$ cat src/hw/rtl/water_level_classifier_core_defines.svh
`ifndef WATER_LEVEL_CLASSIFIER_CORE_DEFINES_SVH
`define WATER_LEVEL_CLASSIFIER_CORE_DEFINES_SVH

// Same-cycle implication, disabled while reset is high.
`define WLC_ASSERT_IMP(label, clk, rst, ante, cons) \
   label: assert property (@(posedge clk) disable iff (rst) (ante) |-> (cons)) \
      else $error("implication check failed");

// Next-cycle implication, disabled while reset is high.
`define WLC_ASSERT_NEXT(label, clk, rst, ante, cons) \
   label: assert property (@(posedge clk) disable iff (rst) (ante) |=> (cons)) \
      else $error("next-cycle check failed");

// Implication after a fixed number of cycles, disabled while reset is high.
`define WLC_ASSERT_DELAY(label, clk, rst, ante, dly, cons) \
   label: assert property (@(posedge clk) disable iff (rst) (ante) |-> ##dly (cons)) \
      else $error("delayed check failed");

`endif

$ cat src/hw/rtl/wlc_pkg.sv
package wlc_pkg;

   localparam int WLC_NUM_W = 32;
   localparam int WLC_SAMPLE_W = 12;
   localparam int WLC_MV_W = 13;
   localparam int WLC_SERIES_W = 20;
   localparam int WLC_CSR_IDX_W = 3;

   localparam logic [WLC_CSR_IDX_W-1:0] CSR_VREF_MV = 3'd0;
   localparam logic [WLC_CSR_IDX_W-1:0] CSR_SERIES_OHM = 3'd1;
   localparam logic [WLC_CSR_IDX_W-1:0] CSR_DRY_LIMIT_MV = 3'd2;
   localparam logic [WLC_CSR_IDX_W-1:0] CSR_WET_LIMIT_MV = 3'd3;
   localparam logic [WLC_CSR_IDX_W-1:0] CSR_SUBMERGED_LIMIT_MV = 3'd4;

   localparam logic [WLC_MV_W-1:0] VREF_MV_RESET = 13'd3300;
   localparam logic [WLC_SERIES_W-1:0] SERIES_OHM_RESET = 20'd100000;
   localparam logic [WLC_MV_W-1:0] DRY_LIMIT_RESET = 13'd500;
   localparam logic [WLC_MV_W-1:0] WET_LIMIT_RESET = 13'd1500;
   localparam logic [WLC_MV_W-1:0] SUBMERGED_LIMIT_RESET = 13'd2500;

   localparam logic [1:0] LEVEL_DRY = 2'd0;
   localparam logic [1:0] LEVEL_WET = 2'd1;
   localparam logic [1:0] LEVEL_SUBMERGED = 2'd2;
   localparam logic [1:0] LEVEL_OVER = 2'd3;

   typedef struct packed {
      logic valid;
      logic full_scale;
   } wlc_tag_type;

endpackage

$ cat src/hw/rtl/wlc_div_cell.sv
module wlc_div_cell #(
   parameter int DEN_W = 12
) (
   input  logic                          clock,
   input  logic                          reset,
   input  wlc_pkg::wlc_tag_type          tag_up,
   input  logic [DEN_W-1:0]              ohm_den_up,
   input  logic [DEN_W-1:0]              ohm_rem_up,
   input  logic [wlc_pkg::WLC_NUM_W-1:0] ohm_num_up,
   input  logic [wlc_pkg::WLC_MV_W-1:0]  mv_up,
   output wlc_pkg::wlc_tag_type          tag_dn,
   output logic [DEN_W-1:0]              ohm_den_dn,
   output logic [DEN_W-1:0]              ohm_rem_dn,
   output logic [wlc_pkg::WLC_NUM_W-1:0] ohm_num_dn,
   output logic [wlc_pkg::WLC_MV_W-1:0]  mv_dn
);
   import wlc_pkg::*;

   wlc_tag_type            tag_ff;
   logic [DEN_W-1:0]       ohm_den_ff;
   logic [DEN_W-1:0]       ohm_rem_ff, ohm_rem_in;
   logic [WLC_NUM_W-1:0]   ohm_num_ff, ohm_num_in;
   logic [WLC_MV_W-1:0]    mv_ff;

   logic [DEN_W:0]         ohm_shift;
   logic [DEN_W+1:0]       ohm_diff;
   logic                   ohm_qbit;

   // One restoring step: the next dividend bit enters the partial remainder,
   // and the quotient bit shifts into the freed dividend LSB.
   always_comb begin
      ohm_shift = {ohm_rem_up, ohm_num_up[WLC_NUM_W-1]};
      ohm_diff = {1'b0, ohm_shift} - {2'b00, ohm_den_up};
      ohm_qbit = ~ohm_diff[DEN_W+1];
      ohm_rem_in = ohm_qbit ? ohm_diff[DEN_W-1:0] : ohm_shift[DEN_W-1:0];
      ohm_num_in = {ohm_num_up[WLC_NUM_W-2:0], ohm_qbit};
   end

   always_ff @(posedge clock) begin
      if (reset) begin
         tag_ff <= '0;
      end else begin
         tag_ff <= tag_up;
      end
   end

   // The voltage is already final here and only travels with its transaction.
   always_ff @(posedge clock) begin
      ohm_den_ff <= ohm_den_up;
      ohm_rem_ff <= ohm_rem_in;
      ohm_num_ff <= ohm_num_in;
      mv_ff <= mv_up;
   end

   assign tag_dn = tag_ff;
   assign ohm_den_dn = ohm_den_ff;
   assign ohm_rem_dn = ohm_rem_ff;
   assign ohm_num_dn = ohm_num_ff;
   assign mv_dn = mv_ff;

endmodule

$ cat src/hw/rtl/wlc_classifier.sv
module wlc_classifier (
   input  logic                           clock,
   input  logic                           reset,
   input  wlc_pkg::wlc_tag_type           tag_in,
   input  logic [wlc_pkg::WLC_MV_W-1:0]   mv_quot,
   input  logic [wlc_pkg::WLC_NUM_W-1:0]  ohm_quot,
   input  logic [wlc_pkg::WLC_MV_W-1:0]   dry_limit_mv,
   input  logic [wlc_pkg::WLC_MV_W-1:0]   wet_limit_mv,
   input  logic [wlc_pkg::WLC_MV_W-1:0]   submerged_limit_mv,
   output logic                           rsp_strobe,
   output logic [wlc_pkg::WLC_MV_W-1:0]   rsp_voltage_mv,
   output logic [31:0]                    rsp_resistance_ohm,
   output logic [1:0]                     rsp_immersion_level,
   output logic                           rsp_measure_error
);
   import wlc_pkg::*;

   logic                 strobe_ff;
   logic [WLC_MV_W-1:0]  voltage_ff, voltage_in;
   logic [31:0]          ohm_ff, ohm_in;
   logic [1:0]           level_ff, level_in;
   logic                 error_ff, error_in;
   logic [WLC_MV_W-1:0]  mv;

   always_comb begin
      mv = mv_quot;
      if (tag_in.full_scale) begin
         voltage_in = '0;
         ohm_in = '0;
         level_in = LEVEL_OVER;
      end else begin
         voltage_in = mv;
         ohm_in = ohm_quot[31:0];
         // Thresholds are tested in fixed order; they need not be rising.
         if (mv < dry_limit_mv) begin
            level_in = LEVEL_DRY;
         end else if (mv < wet_limit_mv) begin
            level_in = LEVEL_WET;
         end else if (mv < submerged_limit_mv) begin
            level_in = LEVEL_SUBMERGED;
         end else begin
            level_in = LEVEL_OVER;
         end
      end
      error_in = (level_in == LEVEL_OVER);
   end

   always_ff @(posedge clock) begin
      if (reset) begin
         strobe_ff <= 1'b0;
      end else begin
         strobe_ff <= tag_in.valid;
      end
   end

   always_ff @(posedge clock) begin
      voltage_ff <= voltage_in;
      ohm_ff <= ohm_in;
      level_ff <= level_in;
      error_ff <= error_in;
   end

   assign rsp_strobe = strobe_ff;
   assign rsp_voltage_mv = voltage_ff;
   assign rsp_resistance_ohm = ohm_ff;
   assign rsp_immersion_level = level_ff;
   assign rsp_measure_error = error_ff;

endmodule

$ cat src/hw/rtl/water_level_classifier_core.sv
// A start reaches rsp_strobe via the entry stage, divider cells and classifier.
// Throughput: one transaction per cycle while not busy; busy drops after reset ends.
// A chain of 32 divider cells, one quotient bit each, sets the latency.
// Reset (synchronous, active high) restores the register defaults, drops every
// transaction in flight and holds busy high during reset and the cycle after.
module water_level_classifier_core #(
   parameter int ADC_FULL_SCALE = 4095
) (
   input  logic                                clock,
   input  logic                                reset,
   input  logic                                start,
   output logic                                busy,
   input  logic [wlc_pkg::WLC_SAMPLE_W-1:0]    req_adc_sample,
   output logic                                rsp_strobe,
   output logic [wlc_pkg::WLC_MV_W-1:0]        rsp_voltage_mv,
   output logic [31:0]                         rsp_resistance_ohm,
   output logic [1:0]                          rsp_immersion_level,
   output logic                                rsp_measure_error,
   input  logic                                csr_write_en,
   input  logic [wlc_pkg::WLC_CSR_IDX_W-1:0]   csr_index,
   input  logic [wlc_pkg::WLC_SERIES_W-1:0]    csr_write_data
);
   import wlc_pkg::*;

   `include "water_level_classifier_core_defines.svh"

   localparam int DEN_W = $clog2(ADC_FULL_SCALE + 1);
   localparam int CMP_W = (DEN_W > WLC_SAMPLE_W) ? DEN_W : WLC_SAMPLE_W;
   localparam logic [CMP_W-1:0] FS_CMP = CMP_W'(ADC_FULL_SCALE);
   localparam int LATENCY = WLC_NUM_W + 2;
   localparam int MV_PROD_W = WLC_MV_W + WLC_SAMPLE_W;
   localparam int RECIP_SHIFT = MV_PROD_W + DEN_W;
   localparam int RECIP_W = MV_PROD_W + 2;
   localparam int SCALED_W = RECIP_SHIFT + WLC_MV_W;
   localparam logic [63:0] FS_WIDE = 64'(ADC_FULL_SCALE);
   localparam logic [RECIP_W-1:0] MV_RECIP =
      RECIP_W'(((64'd1 << RECIP_SHIFT) + FS_WIDE - 64'd1) / FS_WIDE);

   logic                   busy_ff;
   logic [WLC_MV_W-1:0]    vref_ff, dry_ff, wet_ff, sub_ff;
   logic [WLC_SERIES_W-1:0] series_ff;

   wlc_tag_type            s0_tag_ff, s0_tag_in;
   logic [WLC_NUM_W-1:0]   s0_ohm_num_ff, s0_ohm_num_in;
   logic [MV_PROD_W-1:0]   s0_mv_num_ff, s0_mv_num_in;
   logic [DEN_W-1:0]       s0_den_ff, s0_den_in;
   logic [CMP_W-1:0]       sample_cmp;
   logic [SCALED_W-1:0]    mv_scaled;
   logic                   accept;
   logic                   accept_full_scale;
   logic                   rsp_zero;
   logic                   rsp_level_over;

   wlc_tag_type            tag_chain [0:WLC_NUM_W];
   logic [DEN_W-1:0]       den_chain [0:WLC_NUM_W];
   logic [DEN_W-1:0]       ohm_rem_chain [0:WLC_NUM_W];
   logic [WLC_NUM_W-1:0]   ohm_num_chain [0:WLC_NUM_W];
   logic [WLC_MV_W-1:0]    mv_chain [0:WLC_NUM_W];

   always_ff @(posedge clock) begin
      if (reset) begin
         busy_ff <= 1'b1;
      end else begin
         busy_ff <= 1'b0;
      end
   end

   assign busy = busy_ff;
   assign accept = start && !busy_ff;

   always_ff @(posedge clock) begin
      if (reset) begin
         vref_ff <= VREF_MV_RESET;
         series_ff <= SERIES_OHM_RESET;
         dry_ff <= DRY_LIMIT_RESET;
         wet_ff <= WET_LIMIT_RESET;
         sub_ff <= SUBMERGED_LIMIT_RESET;
      end else if (csr_write_en) begin
         case (csr_index)
            CSR_VREF_MV: vref_ff <= csr_write_data[WLC_MV_W-1:0];
            CSR_SERIES_OHM: series_ff <= csr_write_data;
            CSR_DRY_LIMIT_MV: dry_ff <= csr_write_data[WLC_MV_W-1:0];
            CSR_WET_LIMIT_MV: wet_ff <= csr_write_data[WLC_MV_W-1:0];
            CSR_SUBMERGED_LIMIT_MV: sub_ff <= csr_write_data[WLC_MV_W-1:0];
            default: ;
         endcase
      end
   end

   // Entry stage: both dividends and the resistance divisor. The products
   // always fit in 32 bits, so the resistance quotient never saturates.
   always_comb begin
      sample_cmp = CMP_W'(req_adc_sample);
      s0_tag_in.valid = accept;
      s0_tag_in.full_scale = (sample_cmp >= FS_CMP);
      s0_ohm_num_in = WLC_NUM_W'(series_ff) * WLC_NUM_W'(req_adc_sample);
      s0_mv_num_in = MV_PROD_W'(vref_ff) * MV_PROD_W'(req_adc_sample);
      s0_den_in = DEN_W'(FS_CMP - sample_cmp);
   end

   always_ff @(posedge clock) begin
      if (reset) begin
         s0_tag_ff <= '0;
      end else begin
         s0_tag_ff <= s0_tag_in;
      end
   end

   always_ff @(posedge clock) begin
      s0_ohm_num_ff <= s0_ohm_num_in;
      s0_mv_num_ff <= s0_mv_num_in;
      s0_den_ff <= s0_den_in;
   end

   // The voltage divides by the constant full scale through a rounded-up
   // reciprocal. Its error stays below one part in 2^DEN_W, so the floor is
   // exact for every product below full scale times the reference.
   assign mv_scaled = SCALED_W'(s0_mv_num_ff) * SCALED_W'(MV_RECIP);

   assign tag_chain[0] = s0_tag_ff;
   assign den_chain[0] = s0_den_ff;
   assign ohm_rem_chain[0] = '0;
   assign ohm_num_chain[0] = s0_ohm_num_ff;
   assign mv_chain[0] = mv_scaled[SCALED_W-1 -: WLC_MV_W];

   for (genvar i = 0; i < WLC_NUM_W; i++) begin : g_cell
      wlc_div_cell #(
         .DEN_W(DEN_W)
      ) u_cell (
         .clock     (clock),
         .reset     (reset),
         .tag_up    (tag_chain[i]),
         .ohm_den_up(den_chain[i]),
         .ohm_rem_up(ohm_rem_chain[i]),
         .ohm_num_up(ohm_num_chain[i]),
         .mv_up     (mv_chain[i]),
         .tag_dn    (tag_chain[i+1]),
         .ohm_den_dn(den_chain[i+1]),
         .ohm_rem_dn(ohm_rem_chain[i+1]),
         .ohm_num_dn(ohm_num_chain[i+1]),
         .mv_dn     (mv_chain[i+1])
      );
   end

   wlc_classifier u_classifier (
      .clock              (clock),
      .reset              (reset),
      .tag_in             (tag_chain[WLC_NUM_W]),
      .mv_quot            (mv_chain[WLC_NUM_W]),
      .ohm_quot           (ohm_num_chain[WLC_NUM_W]),
      .dry_limit_mv       (dry_ff),
      .wet_limit_mv       (wet_ff),
      .submerged_limit_mv (sub_ff),
      .rsp_strobe         (rsp_strobe),
      .rsp_voltage_mv     (rsp_voltage_mv),
      .rsp_resistance_ohm (rsp_resistance_ohm),
      .rsp_immersion_level(rsp_immersion_level),
      .rsp_measure_error  (rsp_measure_error)
   );

   assign accept_full_scale = accept && s0_tag_in.full_scale;
   assign rsp_zero = rsp_strobe && (rsp_voltage_mv == '0) && (rsp_resistance_ohm == '0);
   assign rsp_level_over = (rsp_immersion_level == LEVEL_OVER);

   `WLC_ASSERT_DELAY(a_latency, clock, reset, accept, LATENCY, rsp_strobe)
   `WLC_ASSERT_DELAY(a_full_scale_zero, clock, reset, accept_full_scale, LATENCY, rsp_zero)
   `WLC_ASSERT_NEXT(a_chain_to_out, clock, reset, tag_chain[WLC_NUM_W].valid, rsp_strobe)
   `WLC_ASSERT_IMP(a_error_level, clock, reset, rsp_strobe, rsp_measure_error == rsp_level_over)

endmodule
$ cat config.mk
export PLATFORM = sky130hd
export DESIGN_NAME = water_level_classifier_core
export DESIGN_NICKNAME = d
export VERILOG_FILES = /design/src/hw/rtl/wlc_pkg.sv /design/src/hw/rtl/wlc_div_cell.sv /design/src/hw/rtl/wlc_classifier.sv /design/src/hw/rtl/water_level_classifier_core.sv
export VERILOG_INCLUDE_DIRS = /design/src /design/src/hw/rtl
export SDC_FILE = /design/constraint.sdc
export NUM_CORES = 2
export LEC_CHECK = 0
export ABC_AREA = 1
export BUFFER_PORTS_ARGS = -buffer_cell sky130_fd_sc_hd__buf_4
export CAP_MARGIN = 20
export CORE_MARGIN = 2
export CORE_UTILIZATION = 57
export DETAILED_ROUTE_END_ITERATION = 16
export PLACE_DENSITY = 0.84
export SLEW_MARGIN = 20
export SYNTH_ARGS = -nofsm -noshare
export SYNTH_HDL_FRONTEND = slang
export SYNTH_SLANG_ARGS = --single-unit
$ cat constraint.sdc
create_clock -name clock -period 5.1 [get_ports clock]
set_input_delay 0.51 -clock clock [delete_from_list [all_inputs] [get_ports clock]]
set_output_delay 0.51 -clock clock [all_outputs]
set_load 0.01 [all_outputs]
=== Word-level counts from Yosys, hierarchy flattened ===
Index checks and enable logic that the tools add are counted.
W data, S select, Z words.

* Eq/ne operators: 5
* Multipliers: 3
* Magnitude comparators: 4
* Add/sub/neg operators: 33
* Shift operators: 0
* Div/mod/pow operators: 0
* Reductions and logical operators: 8
* Multiplexer cells: 36
* Bitwise operators: 32

{| class="wikitable"
|+ Operators by type and width
! operator !! number
|-
| $sub A13 B12 Y14 || 31
|-
| $mux W12 || 30
|-
| $mul A25 B26 Y50 const B || 1
|-
| $lt A13 B13 Y1 || 3
|-
| $mul A20 B12 Y32 || 1
|-
| $not A1 Y1 || 32
|-
| $mul A13 B12 Y25 || 1
|-
| $sub A1 B12 Y13 || 1
|-
| $ge A12 B12 Y1 const B || 1
|-
| $sub A12 B12 Y12 const A || 1
|-
| $reduce_and A2 Y1 || 5
|-
| $eq A3 B2 Y1 const B || 2
|-
| $mux W2 || 3
|-
| $eq A3 B1 Y1 const B || 1
|-
| $eq A3 B3 Y1 const B || 1
|-
| $logic_not A3 Y1 || 1
|-
| $mux W1 || 3
|-
| $eq A2 B2 Y1 const B || 1
|-
| $logic_and A1 B1 Y1 || 1
|-
| $logic_not A1 Y1 || 1
|}

* Logic and storage cells: 328
* ROM bits: 0
* Memories kept: 0
* RAM bits: 0
* Register bits after elaboration: 2441
* Bits in latches: 0
* Bits of input ports: 39
* Output and inout bits: 50

=== Longest topological paths before layout ===
* Depth in word-level cells: 6
* Gate-level depth with buffers: 25
* Depth with buffers taken out: 25

=== Modules after synthesis ===
Synthesis repeated with hierarchy kept, for this count alone.

* Cell total of the unflattened synthesis: 11453
* Area total of the unflattened synthesis: 100523.9 um^2

{| class="wikitable"
|+ Modules (own cells, without submodules)
! module !! seq. area each (um^2) !! area an instance (um^2) !! cells each !! instances
|-
| wlc_div_cell at g_cell[11].u_cell ... || 1421.4 || 2357.3 || 248 || 30
|-
| water_level_classifier_core || 2882.8 || 22683.0 || 3200 || 1
|-
| wlc_div_cell at g_cell[0].u_cell ... || 1421.4 || 2379.8 || 248 || 2
|-
| wlc_classifier || 980.9 || 2363.5 || 317 || 1
|}

=== Worst setup path after synthesis ===
OpenSTA, ideal clock, no wires.

* Path kind: input to register
* Start point: input port req_adc_sample[3] in the netlist's numbering
* End point: register s0_ohm_num_ff[19]
* Arrival: 4789 ps
* Stages on the path: 17
* Library setup time: 72 ps
* Buffers on the path: 2
* Slack: 239 ps
* Path through: clkbuf_1 -> clkbuf_1 -> nand2_1 -> fa_1 -> fa_1 -> fa_1 -> inv_1 -> fa_1 -> inv_1 -> fa_1 -> inv_1 -> ha_1 -> a21oi_1 -> o21ai_0 -> nand2b_1 -> a21oi_1 -> xor2_1

* Word-level cells in the longest chain between the ends: 1

{| class="wikitable"
|+ RTL lines
! item !! line !! source
|-
| from (decl) || water_level_classifier_core.sv:13 || <nowiki>input logic [wlc_pkg::WLC_SAMPLE_W-1:0] req_adc_sample,</nowiki>
|-
| $mul A20 B12 Y32 || water_level_classifier_core.sv:96 || <nowiki>s0_ohm_num_in = WLC_NUM_W'(series_ff) * WLC_NUM_W'(req_adc_sample);</nowiki>
|-
| named net s0_ohm_num_in[19] || water_level_classifier_core.sv:44 || <nowiki>logic [WLC_NUM_W-1:0] s0_ohm_num_ff, s0_ohm_num_in;</nowiki>
|-
| to (signal assigned) || water_level_classifier_core.sv:110 || <nowiki>s0_ohm_num_ff <= s0_ohm_num_in;</nowiki>
|-
| to (decl) || water_level_classifier_core.sv:44 ||
|}

The timed path passes the listed nets, and every way through them passes these cells.
A chain may end at the register's enable or synchronous reset.

=== Final worst setup path ===
* Start point: register series_ff[14]
* End point: register s0_ohm_num_ff[27]

* Word-level cells in the longest chain between the ends: 1

{| class="wikitable"
|+ RTL lines
! item !! line !! source
|-
| from (decl) || water_level_classifier_core.sv:41 || <nowiki>logic [WLC_SERIES_W-1:0] series_ff;</nowiki>
|-
| from (signal assigned) || water_level_classifier_core.sv:81 || <nowiki>CSR_SERIES_OHM: series_ff <= csr_write_data;</nowiki>
|-
| $mul A20 B12 Y32 || water_level_classifier_core.sv:96 ||
|-
| named net s0_ohm_num_in[27] || water_level_classifier_core.sv:44 ||
|}

The timed path passes the listed nets, and every way through them passes these cells.

==> impl_metrics.py <==
metrics = {
    "run_status": {
        "outcome": "finished clean",
    },
    "grt": {
        "grt_pass1_wl_mm": 325,
        "overflow": 0,
        "grt_usage_pct": 23.3,
        "grt_pass1_vias": 65729,
        "antenna_found_initial": 1,
        "grt_max_degree": 75,
    },
    "clock_tree": {
        "clock_path_buffers": 3,
        "cts-buffers-inserted": 223,
        "cts_tree": "yes",
        "clkTransAtPathRegs_ps": 60,
        "post-cts-setup-buffer-count": 0,
        "htree_levels": 4,
        "root_buffer": "clkbuf_16",
        "insertion_delay_ps": 850,
        "clock-sinks": 2441,
    },
    "worst_setup_path": {
        "arrival_ps": 5550,
        "critPathKind": "reg2reg",
        "critical_path_buf_inv_count": 4,
        "critPathMostFrequentCell": "fa_1",
        "worstPathCellList": "nand2_1, fa_1, fa_1, inv_1, fa_1, fa_1, inv_1, fa_1, inv_1, ha_1, nand2_1, nor4_1, buf_4, nand3_1, nand4_1, nand2_1",
        "crit_fanout": 11,
        "cp.required_ps": 5790,
        "cp-end-kind": "flip-flop",
        "cp_slowest_cell": "dfxtp_1",
        "critPathTopFamily": "adder cells",
        "crit_path_start_kind": "flip-flop",
        "slowest_delay_ps": 660,
    },
    "route": {
        "drt_iter0_drc": 4220,
        "avgViaCountPerCell": 4.97,
        "via_count": 64723,
        "wl_per_cell_um": 15.3,
        "drtAntennaViolNets": 0,
        "drc": 0,
        "wl_mm": 199,
        "dr.pass1.iters": 8,
    },
    "floorplanning": {
        "rows": 150,
        "die_area_mm2": 0.171,
        "coreArea_mm2": 0.167,
        "ios": 89,
        "dieWidth_um": 414,
        "die_height_um": 414,
        "initial_core_util_pct": 57.4,
    },
    "placed_design": {
        "dp_hpwl_mm": 149,
        "io_buffer_count": 88,
        "place_congestion": 0.914,
        "place_area_mm2": 0.0988,
    },
    "synthesis": {
        "synthCells": 10403,
        "synth_area_mm2": 0.0958,
        "ys_ff_latch": 2441,
        "ys_async_sr_fraction_pct": 0,
        "synth_edf_count": 0,
        "ys_dominant_reg_cell": "dfxtp_1",
        "yosysSeqAreaShare_pct": 51.0,
        "synth_cell_types": 44,
        "ys_warn_count": 0,
        "postSynthAreaPerCell_um2": 9.21,
    },
    "run": {
        "maxCapViolations": 0,
    },
    "timing": {
        "fin_crit_ps": 4860,
        "period_share_pct": 95.3,
        "rsz0062_at_grt": "false",
        "final-hold-violation-count": 0,
        "worst_pin_slew_ps": 968,
        "clock.fmax_mhz": 206,
        "holdWs_ps": 56.1,
        "setup_viol": 0,
        "slew_viol_final": 0,
        "slew_headroom_pct": 35.2,
        "clock_skew_ps": 71.8,
    },
    "power_and_ir_drop": {
        "leakagePower_nw": 54.8,
        "power.density_mw_per_mm2": 700,
        "finalPower_mw": 75.0,
        "ir_worst_vdd_mv": 0.421,
    },
    "cells_and_area": {
        "areaGrowthSynthToFinish_pct": 11.9,
        "drive_above_1_share_pct": 7.45,
        "stdcell_area_mm2": 0.107,
        "final_nets": 11710,
        "fillers": 13588,
    },
    "hold_path": {
        "hold_path_class": "in2reg",
    },
}
routing by layer:
| metal | vias up | part of all wire (%) | global-route usage, % |
|---|---|---|---|
| li1 | 32588 | - | - |
| met5 | - | 0 | 0 |
| met1 | 30125 | 45 | 30.6 |
| met2 | 1607 | 47 | 39.7 |
| met4 | 0 | 2.7 | 6.96 |
| met3 | 403 | 4.9 | 3.60 |
cell type report:
type / count / area [um^2] / area share [%]
Antenna cell: 1 / 2.50 / 0.00234
Clock buffer: 280 / 6140 / 5.73
Clock inverter: 136 / 2030 / 1.89
Inverter: 1873 / 7030 / 6.56
Multi-Input combinational cell: 5890 / 38800 / 36.2
Sequential cell: 2441 / 48900 / 45.6
Tap cell: 2204 / 2760 / 2.57
Timing Repair Buffer: 196 / 1550 / 1.44
stage by stage:
stage	setup TNS (ps)	instances	setup slack (ps)	utilization, %
after floorplan	0	10407	239	-
after global placement	0	12589	65.9	59.2
after detailed placement	-0.731	12589	-0.731	59.2
after CTS	0	13020	241	64.1
after global routing	0	13020	18.7	64.1
final	0	13021	241	64.2
cells in the mapped netlist (all sizes together) (29+ instances only):
cell type  number  share of area [%]
dfxtp        2441                 51
a21o           42               0.33
a21boi         31               0.24
nor2          611                2.5
nand2        2264                9.1
fa            335                7.0
nor3           29               0.16
o21ai         287                1.5
nand3         657                3.7
xnor2          44               0.40
nand4          99               0.65
clkbuf         97               0.38
ha            711                9.3
nand3b         63               0.49
a21oi         366                2.1
inv          1873                7.3
a31oi          30               0.20
xor2          192                1.8
o21bai         62               0.49
buf           106               0.81
final timing paths:
| path | startpoint | endpoint | slack, ps | depth (start not counted) |
|---|---|---|---|---|
| setup reg to reg | series_ff[14] | s0_ohm_num_ff[27] | 240 | 16 |
| setup / recovery | series_ff[14] | s0_ohm_num_ff[27] | 240 | 16 |
| hold reg to reg | g_cell[15].u_cell.ohm_num_dn[15] | g_cell[16].u_cell.ohm_num_dn[16] | 270 | 0 |
| hold / removal | csr_write_data[3] | wet_ff[3] | 60 | 3 |
state kept, by name, indices dropped and copies added (netlist names), 2 cells and up:
| register | count |
|---|---|
| dry_ff | 13 |
| g_cell.u_cell.mv_dn | 416 |
| g_cell.u_cell.ohm_den_dn | 372 |
| g_cell.u_cell.ohm_num_dn | 1024 |
| g_cell.u_cell.ohm_rem_dn | 372 |
| g_cell.u_cell.tag_dn | 64 |
| s0_den_ff | 12 |
| s0_mv_num_ff | 25 |
| s0_ohm_num_ff | 32 |
| s0_tag_ff | 2 |
| series_ff | 20 |
| sub_ff | 13 |
| u_classifier.rsp_immersion_level | 2 |
| u_classifier.rsp_resistance_ohm | 32 |
| u_classifier.rsp_voltage_mv | 13 |
| vref_ff | 13 |
| wet_ff | 13 |
cell families (layout without fill, tap and decap cells):
| family | after synthesis | count (layout) | share of synthesized area (%) |
|---|---|---|---|
| other | 1 | 6 | 0.00391 |
| AOI/OAI and AO/OA | 846 | 846 | 5.12 |
| adders and majority gates | 1046 | 1046 | 16.3 |
| buffers and inverters | 2076 | 2485 | 8.53 |
| and+or+nand+nor | 3757 | 3757 | 16.9 |
| xor gates and xnor gates | 236 | 236 | 2.16 |
| DFF | 2441 | 2441 | 51.0 |
worst reg2reg max path: cells and delay by family (launching register included):
family	cells	cell delay, ps
adder cells (fa/ha/maj)	6	2790
flip-flops	1	660
AND/OR/NAND/NOR	6	980
buffers and inverters	4	340
power breakdown:
group / total (mW) / switching (mW) / internal [mW]
clock network: 17.8 / 7.38 / 10.5
registers: 28.9 / 2.77 / 26.1
logic: 28.3 / 17.9 / 10.4
total: 75.0 / 28.1 / 46.9
cells in the final DEF, fill, tap and decap left out, types with 47 or more instances in the layout:
cell       count
nand3_2       47
inv_1       1872
xor2_1       192
o21bai_1      62
clkbuf_16    224
nand3_1      610
nand4_1       99
buf_4        178
nand3b_1      63
nor2_1       581
a21oi_1      313
a21oi_2       53
o21ai_0      278
nand2_1     2204
dfxtp_1     2433
fa_1         335
ha_1         711
repair_timing:
action	4_1_cts	5_1_grt
gates resized for setup	0	7
hold buffers	15	0
hold endpoints to repair	22	0
endpoints found under the setup margin	0	6
(Power assumes the default switching activity.)
